**src/design/tcw_pkg.sv**
```systemverilog
`timescale 1ns / 1ps
// ----------------------------------------------------------------------------
// tcw_pkg
// Shared types, constants and helper functions of the chunk window scroller.
// ----------------------------------------------------------------------------
package tcw_pkg;

  localparam int MAX_RADIUS = 3;
  localparam int SLOT_BITS  = 6;

  localparam logic [31:0]        COORD_MAX = 32'h7fff_ffff;
  localparam logic signed [48:0] SAT_HI    = 49'sd2147483647;
  localparam logic signed [48:0] SAT_LO    = -49'sd2147483648;

  typedef logic [1:0] radius_t;
  typedef logic [2:0] mod_t;

  typedef struct packed {
    radius_t     radius;   // already clamped to 1..MAX_RADIUS
    logic [15:0] extent;   // already forced nonzero
  } cfg_t;

  // One unit of back-end work, built by the front end.
  typedef struct packed {
    logic        do_init;
    logic        do_x;
    logic        do_z;
    radius_t     radius;
    logic [15:0] extent;
    logic [31:0] cx0;      // centre x - R
    logic [31:0] cz0;      // centre z - R
    logic [31:0] nx;       // entering column
    logic [31:0] nz;       // entering row
    mod_t        mx0;
    mod_t        mz0;
    mod_t        oxm;      // slot column of the leaving column
    mod_t        ozm;      // slot row of the leaving row
  } job_t;

  // grid side S = 2R+1
  function automatic mod_t grid_side(radius_t r);
    return {r, 1'b1};
  endfunction

  // S-1 = 2R, last counter value along a side
  function automatic mod_t side_last(radius_t r);
    return {r, 1'b0};
  endfunction

  // floormod(-2^31, S)
  function automatic mod_t min_mod(radius_t r);
    mod_t m;
    case (r)
      2'd1:    m = 3'd1;
      2'd2:    m = 3'd2;
      2'd3:    m = 3'd5;
      default: m = 3'd1;
    endcase
    return m;
  endfunction

  // 2^32 mod S
  function automatic mod_t wrap_mod(radius_t r);
    mod_t m;
    case (r)
      2'd1:    m = 3'd1;
      2'd2:    m = 3'd1;
      2'd3:    m = 3'd4;
      default: m = 3'd1;
    endcase
    return m;
  endfunction

  // (rem*16 + nib) mod S, rem < S
  function automatic mod_t mod_step(mod_t rem, logic [3:0] nib, radius_t r);
    logic [6:0] t;
    logic [6:0] gs;
    t = {rem, nib};
    for (int k = 3; k >= 0; k--) begin
      gs = 7'(grid_side(r)) << k;
      if (t >= gs) begin
        t = t - gs;
      end
    end
    return t[2:0];
  endfunction

  // unsigned residue of the raw bits -> floor residue of the signed value
  function automatic mod_t mod_fix(mod_t um, logic sign, radius_t r);
    logic [3:0] s;
    s = {1'b0, um} + {1'b0, grid_side(r)} - {1'b0, wrap_mod(r)};
    if (!sign) begin
      return um;
    end
    if (um >= wrap_mod(r)) begin
      return um - wrap_mod(r);
    end
    return s[2:0];
  endfunction

  // residue of v+1, given residue m of v; the coordinate wraps at 2^32
  function automatic mod_t mod_inc(logic [31:0] v, mod_t m, radius_t r);
    if (v == COORD_MAX) begin
      return min_mod(r);
    end
    if (m == side_last(r)) begin
      return 3'd0;
    end
    return m + 3'd1;
  endfunction

  function automatic logic [31:0] sat32(logic signed [48:0] p);
    if (p > SAT_HI) begin
      return 32'h7fff_ffff;
    end
    if (p < SAT_LO) begin
      return 32'h8000_0000;
    end
    return p[31:0];
  endfunction

endpackage

```
**src/design/tcw_job_queue.sv**
```systemverilog
`timescale 1ns / 1ps
// ----------------------------------------------------------------------------
// tcw_job_queue
// Two-entry queue of jobs between the front end and the back end.
// ----------------------------------------------------------------------------
module tcw_job_queue (
  input  logic          clk,
  input  logic          rst,
  input  logic          push,
  input  tcw_pkg::job_t wr_job,
  output logic          full,
  input  logic          pop,
  output tcw_pkg::job_t rd_job,
  output logic          empty
);

  tcw_pkg::job_t mem [2];
  logic       wr_ptr;
  logic       rd_ptr;
  logic [1:0] count;

  assign full   = count == 2'd2;
  assign empty  = count == 2'd0;
  assign rd_job = mem[rd_ptr];

  always_ff @(posedge clk) begin
    if (rst) begin
      wr_ptr <= 1'b0;
      rd_ptr <= 1'b0;
      count  <= 2'd0;
    end else begin
      if (push) begin
        wr_ptr <= ~wr_ptr;
      end
      if (pop) begin
        rd_ptr <= ~rd_ptr;
      end
      case ({push, pop})
        2'b10:   count <= count + 2'd1;
        2'b01:   count <= count - 2'd1;
        default: count <= count;
      endcase
    end
  end

  always_ff @(posedge clk) begin
    if (push) begin
      mem[wr_ptr] <= wr_job;
    end
  end

endmodule

```
**config.mk**
```make
export PLATFORM = sky130hd
export DESIGN_NAME = tcw_job_queue
export DESIGN_NICKNAME = d
export VERILOG_FILES = /design/src/design/tcw_pkg.sv /design/src/design/tcw_job_queue.sv
export SDC_FILE = /design/constraint.sdc
export NUM_CORES = 1
export LEC_CHECK = 0
export BUFFER_PORTS_ARGS = -buffer_cell sky130_fd_sc_hd__buf_2
export CAP_MARGIN = 15
export CELL_PAD_IN_SITES_DETAIL_PLACEMENT = 1
export CELL_PAD_IN_SITES_GLOBAL_PLACEMENT = 1
export CORE_MARGIN = 1
export CORE_UTILIZATION = 40
export DETAILED_ROUTE_END_ITERATION = 10
export PLACE_DENSITY = 0.73
export SLEW_MARGIN = 15
export SYNTH_ARGS = -nofsm -noshare
export SYNTH_HDL_FRONTEND = slang
export SYNTH_SLANG_ARGS = --single-unit
```
**constraint.sdc**
```tcl
create_clock -name clk -period 7.7 [get_ports clk]
set_input_delay 0.385 -clock clk [delete_from_list [all_inputs] [get_ports clk]]
set_output_delay 0.385 -clock clk [all_outputs]
set_load 0.05 [all_outputs]
```
==> metrics.txt, run 1 <==
CTS H-tree lvls 2; first-pass GRT wire length 37200 µm; vias per cell 4.74; Antenna Violating Nets Remaining 0; Slew headroom 0.288; Least-Margin Pin Slew 1070 ps; final setup violation count 0; R2R Path End mem[1][60]; # IOs 328; CP startpoint kind flip-flop; power per cell area 285 mW/mm²; P_int 3.17 mW; Post-CTS Setup Inserts 0; hold path start wr_job[117]; CTS max path bufs 3; Total GRT Usage 0.159; Area Overhead vs Synth 25.1%; EDFF count, synth 322; CP Class reg -> out; Synth Area per Inst 23.3 µm²; Vias 6125; # port buffers 327; Post-Route WL 25400 µm; WP data arrival 2820 ps; hpwl dp 17400 µm; hold endpoint mem[0][117]; final design instance area without fill 0.0152 mm²; core area 0.0298 mm²; TNS Setup 0 ps; TritonCTS Buffers 35; Hold-fix buffers, CTS 0; maximum VDD drop 0.000229 V; # fillers 2825; Power Total 4.35 mW; WL/cell 19.6 µm; register area share after synthesis 0.802; DRC 0; Seq cells post-synth 327; Crit Path Max Fanout 59; largest net degree at the start of global routing 75; clock root buffer clkbuf_16; Net Sw Frac 0.271; Placed Area 0.0142 mm²; Initial Util 0.409; post-CTS sizing 0; hold depth 1; f_max 0.312 GHz; RSZ-0062 raised after global routing no; Die Ht 176 µm; CP Data Required Time 7320 ps; FFs w/ async S/R, synth 0; row count 63; Synthesized Nets 689; P_sw 1.18 mW; status completed; P_leak 5.87 nW; Synth top area share 0.794; crit end category primary output; clk slew on worst S/H paths 60 ps; most instantiated cells after synthesis 322 x edfxtp_1, 90 x mux2_4, 71 x mux2_2; Synth warnings 0; CTS tree built; period utilization 0.416; sequential share of power 0.487; combinational power share 0.171; share of layout cells above drive strength 1 0.605; CTS Sinks 327; nets 1042; initial antenna violation count 5; reg2reg setup slack 5370 ps; Yosys cell types 16; initial DRC count 267; router iterations before antenna repair 4; Synth area leaders edfxtp_1 79%, mux2_4 11%, mux2_2 6.6%; skew final 11.3 ps; Final Hold Vio Count 0; post-synth top area cell edfxtp_1; full die area 0.0311 mm²; clock group share of total power 0.342; post-layout minimum cycle time 3210 ps; Hold Path Class in -> reg; Slew Limit Fails 0; Synth Instances 523; Worst Reg2Reg Path Length in Cells 2; clock latency on the worst-skew pair 500 ps; Primary FF master, synth edfxtp_1; routability cong. 0.720; max-cap viol count 0; Die X 176 µm; Crit Reg-Reg Startpoint wr_ptr; gr ovfl total 0; number of global-route vias before repair 6672; Mapped Area 0.0122 mm²; most common cell in the netlist edfxtp_1
==> kinds of logic after synthesis <==
kind of cell | synth area share
adder cells (fa/ha/maj) | 0.00103
AND/OR/NAND/NOR | 0.00360
AO/OA/AOI/OAI | 0.000821
XOR/XNOR | 0.00288
flip-flops | 0.802
multiplexers | 0.177
buffers and inverters | 0.0128
==> power groups by stage <==
stage | clock network [mW] | registers, mW | logic, mW
after CTS | 1.53 | 2.12 | 0.755
after global placement | 0 | 2.15 | 0.744
after detailed placement | 0 | 2.16 | 0.753
final | 1.49 | 2.12 | 0.745
after floorplan | 0 | 2.15 | 0.583
after global routing | 1.59 | 2.13 | 0.781
==> area by class of cell <==
cell class,count,area [µm²],area share
clock buffer,43,906,0.0595
tap,390,488,0.0320
sequential,327,9770,0.642
clock inverter,16,100,0.00657
timing repair buffer,334,1690,0.111
antenna,4,10.0,0.000657
multi-input combinational,177,2260,0.149
inverter,1,3.75,0.000246
==> flip-flops by register name, summed over array words and instances, names as in the netlist, named ones only <==
| name | count |
|---|---|
| mem | 322 |
| count | 2 |
| rd_ptr | 1 |
| wr_ptr | 1 |
==> worst max-delay path: stages (launching register included) <==
cell	delay [ps]
dfxtp_4	730
buf_4	910
mux2_2	410
buf_2	210
==> worst max path at each step <==
| stage | start | to | slack [ps] | cells after the start |
|---|---|---|---|---|
| 3_3_place_gp | flip-flop | rd_job[150] | 4960 | 3 |
| 4_1_cts | flip-flop | rd_job[8] | 4420 | 3 |
| 3_5_place_dp | flip-flop | rd_job[8] | 4960 | 3 |
| 6_report | flip-flop | rd_job[150] | 4490 | 3 |
| 2_1_floorplan | push | mem[0][0] | 2650 | 2 |
| 5_1_grt | flip-flop | rd_job[150] | 4300 | 3 |
==> layout by cell type (no fill, tap or decap) <==
cell type	count
a21oi_1	1
and2_4	1
and2b_2	1
buf_2	327
buf_4	7
bufinv_16	1
clkbuf_1	8
clkbuf_16	35
clkinv_1	7
clkinv_2	7
dfxtp_1	4
dfxtp_4	1
diode_2	4
edfxtp_1	322
ha_1	1
inv_1	1
inv_6	1
mux2_2	71
mux2_4	90
nor2_1	5
nor2_4	1
o21ai_0	1
or3_1	1
xnor2_1	3
xor2_1	1
==> stage by stage <==
step	utilization	worst slack, ps	instances	hold WS [ps]
after floorplan	-	2650	523	454
after global placement	0.477	4960	1229	493
after detailed placement	0.477	4960	1229	536
after CTS	0.511	4420	1288	47.0
after global routing	0.511	4300	1290	47.4
final	0.511	4490	1292	72.0
==> routing by layer <==
| layer | global-route usage | share of wire | vias to the layer above |
|---|---|---|---|
| met5 | 0 | 0.0015 | - |
| met4 | 0.0524 | 0.023 | 6 |
| met3 | 0.0540 | 0.087 | 46 |
| met2 | 0.270 | 0.50 | 257 |
| met1 | 0.189 | 0.39 | 3019 |
| li1 | - | - | 2797 |
No activity file was read; power rests on OpenSTA's default activity.
==> run 2, diff against run 1 <==
ABC_AREA = 1   (was unset)
CORE_UTILIZATION = 44   (was 40)
PLACE_DENSITY = 0.77   (was 0.73)
clock period = 3.1 ns   (was 7.7 ns; I/O delays follow)
==> metrics.txt, run 2 <==
gr ovfl total 0 (unchanged); maximum VDD drop 0.000443 V (was 0.000229 V); Hold Path Class in -> reg (unchanged); metal1 wirelength 12200 µm (was 9870 µm); Compound-Gate Fraction of Synth Area 0.000820 (was 0.000822); EDFF count, synth 322 (unchanged); largest net degree at the start of global routing 75 (unchanged); Hold-fix buffers, CTS 165 (was 0); register area share after synthesis 0.800 (was 0.802); commonest cells after routing, fill and taps aside 327 x buf_2, 322 x edfxtp_1, 165 x dlygate4sd3_1 (was 327 x buf_2, 322 x edfxtp_1, 90 x mux2_4); nets 1226 (was 1042); commonest non-fill, non-tap cell in the layout buf_2 (unchanged); TNS Setup 0 ps (unchanged); cell at the slowest stage of the critical path dfxtp_4 (was buf_4); CTS tree built (unchanged); Vias 7081 (was 6125); Layout Cells excl Fill 1452 (was 1292); Post-CTS Setup Inserts 0 (unchanged); CP startpoint kind flip-flop (unchanged); FFs w/ async S/R, synth 0 (unchanged); CTS H-tree lvls 2 (unchanged); Placed Area 0.0144 mm² (was 0.0142 mm²); pre-CTS WS 1220 ps (was 4960 ps); Slew Limit Fails 0 (unchanged); most common cell in the netlist edfxtp_1 (unchanged); Power Total 11.3 mW (was 4.35 mW); Yosys cell types 15 (was 16); # port buffers 327 (unchanged); Top Registers mem: 322 flops, count: 2 flops (unchanged); # IOs 328 (unchanged); DRC 0 (unchanged); Post-Route WL 33700 µm (was 25400 µm); WP data arrival 2190 ps (was 2820 ps); mux cell area share after synthesis 0.176 (was 0.177); Synth Instances 534 (was 523); clk slew on worst S/H paths 60 ps (about the same); largest family of logic cells by synthesized area multiplexers (unchanged); placed cell count 1230 (was 1229); met3 wire length 2320 µm (was 2200 µm); Synthesized Nets 700 (was 689); Area Overhead vs Synth 40.1% (was 25.1%); post-CTS sizing 0 (unchanged); post-layout minimum cycle time 2350 ps; CP Class reg -> out (unchanged); Mapped Area 0.0122 mm² (about the same); CP bufs+invs 2 (unchanged); CTS Sinks 327 (unchanged); Primary FF master, synth edfxtp_1 (unchanged); CP Data Required Time 2940 ps (was 7320 ps); vias per cell 4.88 (was 4.74); Slew headroom 0.578 (was 0.288); Seq cells post-synth 327 (unchanged); Final Hold Vio Count 0 (unchanged); crit end category primary output (unchanged); routed wl met2 18300 µm (was 12700 µm); Final Util 0.631 (was 0.511); Total GRT Usage 0.235 (was 0.159); clock latency on the worst-skew pair 510 ps (was 500 ps); XOR/XNOR Fraction of Synth Area 0.000718 (was 0.00288); WL/cell 23.2 µm (was 19.6 µm); final setup violation count 0 (unchanged); most instantiated cells after synthesis 322 x edfxtp_1, 90 x mux2_4, 71 x mux2_2 (unchanged); routability cong. 0.713 (was 0.720); CTS max path bufs 3 (unchanged); initial DRC count 466 (was 267); hpwl dp 18400 µm (was 17400 µm); RSZ-0062 raised after global routing no (unchanged); CP delay by family, top flip-flops (was buffers and inverters); max-cap viol count 0 (unchanged); initial antenna violation count 2 (was 5); post-synth top area cell edfxtp_1 (unchanged); worst setup margin 752 ps (was 4490 ps); power per cell area 661 mW/mm² (was 285 mW/mm²); TritonCTS Buffers 35 (unchanged); router iterations before antenna repair 4 (unchanged); Synth Area in Simple Gates 0.00554 (was 0.00360); skew final 22.4 ps (was 11.3 ps); Die X 169 µm (was 176 µm); Critical Path Max Stage Delay 710 ps (was 910 ps); period utilization 0.758; status completed (unchanged); number of global-route vias before repair 8080 (was 6672); Initial Util 0.450 (was 0.409); Synth Area per Inst 22.9 µm² (was 23.3 µm²); full die area 0.0284 mm² (was 0.0311 mm²); Synth area leaders edfxtp_1 79%, mux2_4 11%, mux2_2 6.6% (unchanged); worst-path cell chain buf_12 > mux2_2 > buf_2 (was buf_4 > mux2_2 > buf_2); hold slack 377 ps (was 72.0 ps); first-pass GRT wire length 49600 µm (was 37200 µm); P_leak 6.68 nW (was 5.87 nW); core area 0.0271 mm² (was 0.0298 mm²); row count 60 (was 63); Antenna Violating Nets Remaining 0 (unchanged); Least-Margin Pin Slew 632 ps (was 1070 ps); Reg with most FFs mem (unchanged); f_max 0.426 GHz; Synth top area share 0.792 (was 0.794); Synth warnings 0 (unchanged); final design instance area without fill 0.0171 mm² (was 0.0152 mm²); top routing layer used met4 (was met5); share of layout cells above drive strength 1 0.510 (was 0.605); Die Ht 169 µm (was 176 µm); max FFs per register 322 (unchanged); post-synthesis adder-cell area fraction 0.00103 (about the same); clock root buffer clkbuf_16 (unchanged); Crit Path Max Fanout 38 (was 59)
## run 2: changes by cell type in the layout (fill, tap and decap cells not counted), moves of 2 or more
cell / change
inv_1: +5
clkinv_1: -4
clkinv_2: -6
clkbuf_16: +2
nand2_1: +4
diode_2: -2
dlygate4sd3_1: +165
nor2_1: +4
buf_12: +7
xnor2_1: -2
clkbuf_1: +2
bufinv_16: +2
## run 2: final cells by class
| class | count | area [µm²] |
|---|---|---|
| Inverter | 7 | 30.0 |
| Fill cell | 2405 | 10000 |
| Multi-Input combinational cell | 182 | 2260 |
| Clock inverter | 8 | 118 |
| Sequential cell | 327 | 9770 |
| Antenna cell | 2 | 5.00 |
| Timing Repair Buffer | 507 | 3490 |
| Tap cell | 372 | 465 |
| Clock buffer | 47 | 963 |
## run 2: worst reg2reg max path: cells and delay by family (launching register included)
| kind | cells | cell delay, ps |
|---|---|---|
| AND/OR/NAND/NOR | 1 | 490 |
| buffers and inverters | 1 | 450 |
| flip-flops | 1 | 340 |
## run 2: cells by family (layout without fill, tap and decap cells)
family | after synthesis | in the layout
other | 0 | 2
xor gates and xnor gates | 1 | 1
and+or+nand+nor | 17 | 17
muxes | 161 | 161
buffers and inverters | 25 | 569
adders and majority gates | 1 | 1
AOI/OAI and AO/OA | 2 | 2
DFF | 327 | 327
## run 2: final timing paths
kind	startpoint	to	slack, ps	cells past startpoint
setup / recovery	flip-flop	rd_job[6]	750	3
hold / removal	wr_job[131]	mem[0][131]	380	2
setup reg to reg	wr_ptr	mem[0][57]	1480	2
hold reg to reg	count[1]	count[1]	540	2
## run 2: layer usage
| layer | up-vias | global-route usage |
|---|---|---|
| li1 | 3155 | - |
| met1 | 3572 | 0.252 |
| met2 | 292 | 0.448 |
| met3 | 62 | 0.0589 |
| met4 | 0 | 0.0791 |
| met5 | - | 0 |
## run 2: where the power goes
part           leakage, nW  switching, mW  total [mW]  internal [mW]
logic                 3.09           1.31        2.00          0.691
registers             3.06         0.0940        5.22           5.12
clock network        0.525           1.67        4.09           2.42
