`config.mk`:
```
export PLATFORM = sky130hd
export DESIGN_NAME = tcw_front_flat
export DESIGN_NICKNAME = d
export VERILOG_FILES = /design/src/design/tcw_pkg.sv /design/src/design/tcw_stream_if.sv /design/src/design/tcw_floor_div.sv /design/src/design/tcw_front.sv /design/src/flat_wrapper.sv
export SDC_FILE = /design/constraint.sdc
export NUM_CORES = 2
export LEC_CHECK = 0
export ABC_AREA = 1
export BUFFER_PORTS_ARGS = -buffer_cell sky130_fd_sc_hd__buf_4
export CAP_MARGIN = 5
export CORE_MARGIN = 2
export CORE_UTILIZATION = 50
export CTS_BUF_LIST = sky130_fd_sc_hd__clkbuf_4 sky130_fd_sc_hd__clkbuf_8
export CTS_CLUSTER_DIAMETER = 40
export DETAILED_ROUTE_END_ITERATION = 6
export GPL_TIMING_DRIVEN = 0
export PLACE_DENSITY = 0.68
export SYNTH_ARGS = -nofsm -noshare
export SYNTH_HDL_FRONTEND = slang
export SYNTH_SLANG_ARGS = --single-unit
```
`constraint.sdc`:
```
create_clock -name clk -period 9.05 [get_ports clk]
set_input_delay 1.3575 -clock clk [delete_from_list [all_inputs] [get_ports clk]]
set_output_delay 1.3575 -clock clk [all_outputs]
set_load 0.05 [all_outputs]
```
`src/design/tcw_pkg.sv`:
```
`timescale 1ns / 1ps
// ----------------------------------------------------------------------------
// tcw_pkg
// Shared types, constants and helper functions of the chunk window scroller.
// ----------------------------------------------------------------------------
package tcw_pkg;

  localparam int MAX_RADIUS = 3;
  localparam int SLOT_BITS  = 6;

  localparam logic [31:0]        COORD_MAX = 32'h7fff_ffff;
  localparam logic signed [48:0] SAT_HI    = 49'sd2147483647;
  localparam logic signed [48:0] SAT_LO    = -49'sd2147483648;

  typedef logic [1:0] radius_t;
  typedef logic [2:0] mod_t;

  typedef struct packed {
    radius_t     radius;   // already clamped to 1..MAX_RADIUS
    logic [15:0] extent;   // already forced nonzero
  } cfg_t;

  // One unit of back-end work, built by the front end.
  typedef struct packed {
    logic        do_init;
    logic        do_x;
    logic        do_z;
    radius_t     radius;
    logic [15:0] extent;
    logic [31:0] cx0;      // centre x - R
    logic [31:0] cz0;      // centre z - R
    logic [31:0] nx;       // entering column
    logic [31:0] nz;       // entering row
    mod_t        mx0;
    mod_t        mz0;
    mod_t        oxm;      // slot column of the leaving column
    mod_t        ozm;      // slot row of the leaving row
  } job_t;

  // grid side S = 2R+1
  function automatic mod_t grid_side(radius_t r);
    return {r, 1'b1};
  endfunction

  // S-1 = 2R, last counter value along a side
  function automatic mod_t side_last(radius_t r);
    return {r, 1'b0};
  endfunction

  // floormod(-2^31, S)
  function automatic mod_t min_mod(radius_t r);
    mod_t m;
    case (r)
      2'd1:    m = 3'd1;
      2'd2:    m = 3'd2;
      2'd3:    m = 3'd5;
      default: m = 3'd1;
    endcase
    return m;
  endfunction

  // 2^32 mod S
  function automatic mod_t wrap_mod(radius_t r);
    mod_t m;
    case (r)
      2'd1:    m = 3'd1;
      2'd2:    m = 3'd1;
      2'd3:    m = 3'd4;
      default: m = 3'd1;
    endcase
    return m;
  endfunction

  // (rem*16 + nib) mod S, rem < S
  function automatic mod_t mod_step(mod_t rem, logic [3:0] nib, radius_t r);
    logic [6:0] t;
    logic [6:0] gs;
    t = {rem, nib};
    for (int k = 3; k >= 0; k--) begin
      gs = 7'(grid_side(r)) << k;
      if (t >= gs) begin
        t = t - gs;
      end
    end
    return t[2:0];
  endfunction

  // unsigned residue of the raw bits -> floor residue of the signed value
  function automatic mod_t mod_fix(mod_t um, logic sign, radius_t r);
    logic [3:0] s;
    s = {1'b0, um} + {1'b0, grid_side(r)} - {1'b0, wrap_mod(r)};
    if (!sign) begin
      return um;
    end
    if (um >= wrap_mod(r)) begin
      return um - wrap_mod(r);
    end
    return s[2:0];
  endfunction

  // residue of v+1, given residue m of v; the coordinate wraps at 2^32
  function automatic mod_t mod_inc(logic [31:0] v, mod_t m, radius_t r);
    if (v == COORD_MAX) begin
      return min_mod(r);
    end
    if (m == side_last(r)) begin
      return 3'd0;
    end
    return m + 3'd1;
  endfunction

  function automatic logic [31:0] sat32(logic signed [48:0] p);
    if (p > SAT_HI) begin
      return 32'h7fff_ffff;
    end
    if (p < SAT_LO) begin
      return 32'h8000_0000;
    end
    return p[31:0];
  endfunction

endpackage

```
`src/design/tcw_stream_if.sv`:
```
`timescale 1ns / 1ps
// ----------------------------------------------------------------------------
// tcw_stream_if
// Valid/ready channels: viewer positions in, slot assignments out.
// ----------------------------------------------------------------------------
interface tcw_in_if;
  logic               valid;
  logic               ready;
  logic               func;
  logic signed [31:0] pos_x;
  logic signed [31:0] pos_z;

  modport source (output valid, func, pos_x, pos_z, input ready);
  modport sink   (input valid, func, pos_x, pos_z, output ready);
endinterface


```
`src/design/tcw_floor_div.sv`:
```
`timescale 1ns / 1ps
// ----------------------------------------------------------------------------
// tcw_floor_div
// Iterative floor division of a signed 32-bit value by a nonzero 16-bit
// unsigned divisor, two quotient bits per cycle.
// ----------------------------------------------------------------------------
module tcw_floor_div (
  input  logic        clk,
  input  logic        rst,
  input  logic        start,
  input  logic [31:0] dividend,
  input  logic [15:0] divisor,
  output logic [31:0] quotient,
  output logic        done
);

  logic        busy;
  logic [3:0]  cnt;
  logic [15:0] rem;
  logic [15:0] dsr;
  logic [31:0] dq;
  logic        neg;

  logic [16:0] t1, t2;
  logic [15:0] r1, r2;
  logic        q1, q2;
  logic [31:0] dq_next;
  logic [31:0] fin;

  always_comb begin
    t1 = {rem, dq[31]};
    if (t1 >= {1'b0, dsr}) begin
      r1 = 16'(t1 - {1'b0, dsr});
      q1 = 1'b1;
    end else begin
      r1 = t1[15:0];
      q1 = 1'b0;
    end
    t2 = {r1, dq[30]};
    if (t2 >= {1'b0, dsr}) begin
      r2 = 16'(t2 - {1'b0, dsr});
      q2 = 1'b1;
    end else begin
      r2 = t2[15:0];
      q2 = 1'b0;
    end
    dq_next = {dq[29:0], q1, q2};
    // negative dividend: quotient of the magnitude, negated, rounded down
    fin = neg ? (32'd0 - dq_next - {31'd0, r2 != 16'd0}) : dq_next;
  end

  always_ff @(posedge clk) begin
    if (rst) begin
      busy <= 1'b0;
      done <= 1'b0;
      cnt  <= 4'd0;
    end else begin
      done <= 1'b0;
      if (start) begin
        busy <= 1'b1;
        cnt  <= 4'd0;
      end else if (busy) begin
        cnt <= cnt + 4'd1;
        if (cnt == 4'd15) begin
          busy <= 1'b0;
          done <= 1'b1;
        end
      end
    end
  end

  always_ff @(posedge clk) begin
    if (start) begin
      rem <= 16'd0;
      dsr <= divisor;
      neg <= dividend[31];
      dq  <= dividend[31] ? (32'd0 - dividend) : dividend;
    end else if (busy) begin
      rem <= r2;
      dq  <= dq_next;
      if (cnt == 4'd15) begin
        quotient <= fin;
      end
    end
  end

endmodule

```
`src/design/tcw_front.sv`:
```
`timescale 1ns / 1ps
// ----------------------------------------------------------------------------
// tcw_front
// Takes positions, finds their chunks, compares with the centre and builds
// the job of slots to refresh, with the slot residues precomputed.
// ----------------------------------------------------------------------------
module tcw_front (
  input  logic          clk,
  input  logic          rst,
  input  tcw_pkg::cfg_t cfg,
  tcw_in_if.sink        in_ch,
  output logic          push,
  output tcw_pkg::job_t job,
  input  logic          full
);

  localparam logic [2:0] F_IDLE  = 3'd0;
  localparam logic [2:0] F_DIV   = 3'd1;
  localparam logic [2:0] F_CLASS = 3'd2;
  localparam logic [2:0] F_MOD   = 3'd3;
  localparam logic [2:0] F_PUSH  = 3'd4;

  logic [2:0]  state;
  logic        func_q;
  logic [1:0]  rad_q;
  logic [15:0] ext_q;
  logic [31:0] centre_x, centre_z;
  logic        div_start;
  logic [31:0] qx, qz;
  logic        done_x, done_z;
  logic [2:0]  cnt;

  logic        do_init, do_x, do_z;
  logic [31:0] cx0, cz0, nx, nz;
  logic [31:0] sh   [4];
  logic        sgn  [4];
  tcw_pkg::mod_t rem [4];

  logic [31:0] rr;
  logic        gt_x, gt_z, chg_x, chg_z;

  assign in_ch.ready = state == F_IDLE;
  assign div_start   = in_ch.valid && in_ch.ready;

  tcw_floor_div u_div_x (
    .clk      (clk),
    .rst      (rst),
    .start    (div_start),
    .dividend (in_ch.pos_x),
    .divisor  (cfg.extent),
    .quotient (qx),
    .done     (done_x)
  );

  tcw_floor_div u_div_z (
    .clk      (clk),
    .rst      (rst),
    .start    (div_start),
    .dividend (in_ch.pos_z),
    .divisor  (cfg.extent),
    .quotient (qz),
    .done     (done_z)
  );

  always_comb begin
    rr    = {30'd0, rad_q};
    gt_x  = $signed(qx) > $signed(centre_x);
    gt_z  = $signed(qz) > $signed(centre_z);
    chg_x = qx != centre_x;
    chg_z = qz != centre_z;
  end

  assign push = state == F_PUSH && !full;

  always_comb begin
    job.do_init = do_init;
    job.do_x    = do_x;
    job.do_z    = do_z;
    job.radius  = rad_q;
    job.extent  = ext_q;
    job.cx0     = cx0;
    job.cz0     = cz0;
    job.nx      = nx;
    job.nz      = nz;
    job.mx0     = tcw_pkg::mod_fix(rem[0], sgn[0], rad_q);
    job.mz0     = tcw_pkg::mod_fix(rem[1], sgn[1], rad_q);
    job.oxm     = tcw_pkg::mod_fix(rem[2], sgn[2], rad_q);
    job.ozm     = tcw_pkg::mod_fix(rem[3], sgn[3], rad_q);
  end

  always_ff @(posedge clk) begin
    if (rst) begin
      state    <= F_IDLE;
      centre_x <= 32'd0;
      centre_z <= 32'd0;
    end else begin
      case (state)
        F_IDLE: begin
          if (div_start) begin
            state <= F_DIV;
          end
        end
        F_DIV: begin
          if (done_x && done_z) begin
            state <= F_CLASS;
          end
        end
        F_CLASS: begin
          // an unchanged chunk leaves the centre as it is, so always take the new one
          centre_x <= qx;
          centre_z <= qz;
          if (!func_q || chg_x || chg_z) begin
            state <= F_MOD;
          end else begin
            state <= F_IDLE;
          end
        end
        F_MOD: begin
          if (cnt == 3'd7) begin
            state <= F_PUSH;
          end
        end
        F_PUSH: begin
          if (!full) begin
            state <= F_IDLE;
          end
        end
        default: state <= F_IDLE;
      endcase
    end
  end

  always_ff @(posedge clk) begin
    if (div_start) begin
      func_q <= in_ch.func;
      rad_q  <= cfg.radius;
      ext_q  <= cfg.extent;
    end
    case (state)
      F_CLASS: begin
        do_init <= !func_q;
        do_x    <= func_q && chg_x;
        do_z    <= func_q && chg_z;
        cx0     <= qx - rr;
        cz0     <= qz - rr;
        nx      <= gt_x ? qx + rr : qx - rr;
        nz      <= gt_z ? qz + rr : qz - rr;
        sh[0]   <= qx - rr;
        sh[1]   <= qz - rr;
        sh[2]   <= gt_x ? centre_x - rr : centre_x + rr;
        sh[3]   <= gt_z ? centre_z - rr : centre_z + rr;
        sgn[0]  <= 1'(({32'd0} | (qx - rr)) >> 31);
        sgn[1]  <= 1'((qz - rr) >> 31);
        sgn[2]  <= 1'((gt_x ? centre_x - rr : centre_x + rr) >> 31);
        sgn[3]  <= 1'((gt_z ? centre_z - rr : centre_z + rr) >> 31);
        for (int l = 0; l < 4; l++) begin
          rem[l] <= 3'd0;
        end
        cnt <= 3'd0;
      end
      F_MOD: begin
        // residue of the raw bits, one nibble a cycle, msb first
        for (int l = 0; l < 4; l++) begin
          rem[l] <= tcw_pkg::mod_step(rem[l], sh[l][31:28], rad_q);
          sh[l]  <= sh[l] << 4;
        end
        cnt <= cnt + 3'd1;
      end
      default: begin
      end
    endcase
  end

endmodule

```
`src/flat_wrapper.sv`:
```
// flat-port wrapper written by rule: the top's interface ports become plain ports
module tcw_front_flat 
  (clk, rst, cfg, push, job, full, in_ch_valid, in_ch_func, in_ch_pos_x, in_ch_pos_z, in_ch_ready);
  tcw_in_if in_ch_i ();
  input  logic clk;
  input  logic rst;
  input  tcw_pkg::cfg_t cfg;
  output logic push;
  output tcw_pkg::job_t job;
  input  logic full;
  input wire logic [$bits(in_ch_i.valid)-1:0] in_ch_valid;
  input wire logic [$bits(in_ch_i.func)-1:0] in_ch_func;
  input wire logic [$bits(in_ch_i.pos_x)-1:0] in_ch_pos_x;
  input wire logic [$bits(in_ch_i.pos_z)-1:0] in_ch_pos_z;
  output wire logic [$bits(in_ch_i.ready)-1:0] in_ch_ready;
  assign in_ch_i.valid = in_ch_valid;
  assign in_ch_i.func = in_ch_func;
  assign in_ch_i.pos_x = in_ch_pos_x;
  assign in_ch_i.pos_z = in_ch_pos_z;
  assign in_ch_ready = in_ch_i.ready;
  tcw_front u_core (.clk(clk), .rst(rst), .cfg(cfg), .in_ch(in_ch_i), .push(push), .job(job), .full(full));
endmodule
```
==> run metrics <==
router iterations before antenna repair 6; setup ws final 1.72 ns; part of the power in the clock network 16.3%; Worst Hold Class flop to flop; status finished clean; Async SR Flop Fraction 0%; crit-path max cell delay 0.83 ns; number of global-route vias before repair 36,300; number of top-level pins 250; internal reg-to-reg setup slack 1.72 ns; commonest cells after routing, fill and taps aside nand2_1, inv_1, nor2_1, o21ai_0, edfxtp_1; row cnt 105; Critical Path Source Type flop; Post-Synthesis Cell Area 0.0415 mm2; Post-synth EDFFs 411; hpwl dp 103 mm; Syn-to-layout area delta 13.8%; Max Freq 0.136 GHz; first-pass GRT wire length 198 mm; H-tree levels 3; Setup Fix Bufs, Post-CTS 0; # fillers 7,852; Hold Path Depth 2; post-synthesis net count 5,899; Post-Syn Area per Cell 7.62 um2; Switch Pwr 7970 uW; Reg clk slew, reported paths 0.06 ns; Worst Tran Pin Value 1.29 ns; max cap viols 0; CTS resizes 0; CTS max path bufs 3; dpl ws 1.76 ns; WL final 128 mm; routed via count 38,100; Arrival @ worst endpoint 7.80 ns; GRT overflow 0; CP Max Fanout 21; RD Place Congestion 0.977; Setup crit end kind flop; share of cells above drive strength 1 10.4%; Req. time, crit path 9.52 ns; Final Skew 0.0369 ns; Initial Util 50.5%; Core Box Area 0.0821 mm2; Most used DFF post-synth edfxtp_1; TritonCTS clock tree yes; Pleak 0.0214 uW; RSZ-0062 raised after global routing false; routed len/inst 18.4 um; pin count of the biggest net entering global routing 81; Setup CP Type flop to flop; Die Ht 292 um; worst reg-to-reg path cell count 31; initial antenna violation count 6; combinational fraction of design power 59.9%; Final period util 81.0%; total CTS buffers 105; # clock sinks 534; fin nets 6,263; count of cell types in the netlist 71; final hold vios 0; slew margin rel. 14.2%; Sequential Power Share 23.7%; number of port buffers 248; Via density 5.46; DRC 0; VDD IR max 0.308 mV; Slew Limit Fails 0; Die Wd 292 um; DR iter-0 viols 2,774; Post-CTS Hold Buffers 0; Slowest cell on crit path edfxtp_1; TNS Setup 0 ns; GRT Overall Usage 29.4%; cells after synthesis 5,443; most common cell after layout, fill and taps aside nand2_1; Seq/Total Area, Yosys 35.7%; synth warn 0; internal cell power 8400 uW; Root Buffer clkbuf_8; DIE AREA 0.0852 mm2; DRT antenna net count 0; Tmin final 7.33 ns; power per cell area 347 mW/mm2; latest clock arrival within the worst-skew pair 0.75 ns; switch share 48.7%; synthesized flop and latch total 534; setup violators final 0
==> cells by family (layout without fill, tap and decap cells) <==
| family | after synthesis | count (layout) | synth area share [%] |
|---|---|---|---|
| AO/OA/AOI/OAI | 968 | 968 | 13.3 |
| XOR/XNOR | 286 | 286 | 6.08 |
| adder cells (fa/ha/maj) | 369 | 369 | 11.7 |
| buffers and inverters | 887 | 1341 | 8.27 |
| flip-flops | 534 | 534 | 35.7 |
| other | 0 | 2 | 0 |
| AND/OR/NAND/NOR | 2399 | 2399 | 25.0 |
==> registers in the layout, summed over array words and instances, names as in the netlist, 3 cells and up <==
register                 cells
u_core.u_div_x.dq           32
u_core.u_div_z.dq           32
u_core.cx0                  32
u_core.u_div_x.cnt           4
u_core.u_div_z.rem          16
u_core.u_div_z.cnt           4
u_core.ext_q                16
u_core.u_div_z.quotient     32
u_core.u_div_x.rem          16
u_core.nz                   31
u_core.centre_x             32
u_core.cz0                  32
u_core.centre_z             32
u_core.state                 3
u_core.u_div_x.quotient     32
u_core.nx                   31
u_core.rem                  12
u_core.cnt                   3
u_core.sh                  128
==> worst max-delay path, delay by kind of cell (launching register included) <==
family                   cells  cell delay [ns]
adder cells (fa/ha/maj)      5             1.84
AND/OR/NAND/NOR             15             1.79
AO/OA/AOI/OAI                5             1.27
buffers and inverters        5             1.10
flip-flops                   1             0.83
XOR/XNOR                     1             0.21
==> metal layers <==
layer	global-route usage, %	up-vias	part of all wire [%]
met5	0	-	0.016
met1	40.3	17700	45
li1	-	18900	-
met2	48.2	1228	45
met3	3.78	217	6.9
met4	9.83	4	3.1
==> cells in the mapped netlist, types with 10 or more instances <==
master	n	area (um2)
ha_1	339	4240
clkbuf_1	113	424
o21a_1	22	165
a21o_1	30	225
o21ai_0	413	2070
nor4_1	23	144
nand2_1	1276	4790
nand3_2	11	110
buf_4	12	90.1
nor2_2	26	163
xnor2_1	96	841
nand4_1	72	450
o21ai_1	11	55.1
o21bai_1	17	128
xor2_1	188	1650
nand2_2	20	125
nor2_1	515	1930
inv_1	726	2730
edfxtp_1	411	12300
a21oi_1	273	1370
dfxtp_1	123	2460
buf_2	15	75.1
o22ai_1	42	263
a211oi_1	65	488
fa_1	30	601
a22o_1	10	87.6
nand3b_1	14	105
nor3_1	65	325
or2_2	32	200
o211ai_1	18	135
nand3_1	287	1440
a31oi_1	23	144
==> cell type report <==
type | instances | area (um2) | area share, %
Tap cell | 1070 | 1340 | 2.84
Sequential cell | 534 | 14800 | 31.4
Clock buffer | 139 | 1740 | 3.70
Clock inverter | 58 | 559 | 1.19
Inverter | 740 | 2780 | 5.90
Buffer | 147 | 658 | 1.40
Timing Repair Buffer | 257 | 2050 | 4.36
Multi-Input combinational cell | 4022 | 23200 | 49.2
Antenna cell | 2 | 5.00 | 0.0106
==> worst paths after layout <==
check,startpoint,to
setup reg to reg,u_core.rad_q[1],u_core.rem[0][2]
hold reg to reg,u_core.sh[0][67],u_core.sh[0][67]
hold / removal,u_core.sh[0][67],u_core.sh[0][67]
setup / recovery,u_core.rad_q[1],u_core.rem[0][2]
==> stage by stage <==
step	hold slack [ns]	instances	total power [uW]	instance area, um2	utilization (%)
2_1_floorplan	0.451	5443	11100	41500	-
3_3_place_gp	0.466	6761	13500	44700	54.4
3_5_place_dp	0.474	6770	13600	44900	54.6
4_1_cts	0.482	6967	16300	47200	57.4
5_1_grt	0.511	6969	17800	47200	57.5
6_report	0.487	6969	16400	47200	57.5
==> power groups by stage <==
stage	clock, uW	sequential, uW	combinational (uW)
2_1_floorplan	0	4090	7040
3_3_place_gp	0	3960	9500
3_5_place_dp	0	3920	9670
4_1_cts	2720	3880	9720
5_1_grt	2830	3940	11000
6_report	2670	3890	9810
No activity file was read; power rests on OpenSTA's default activity.
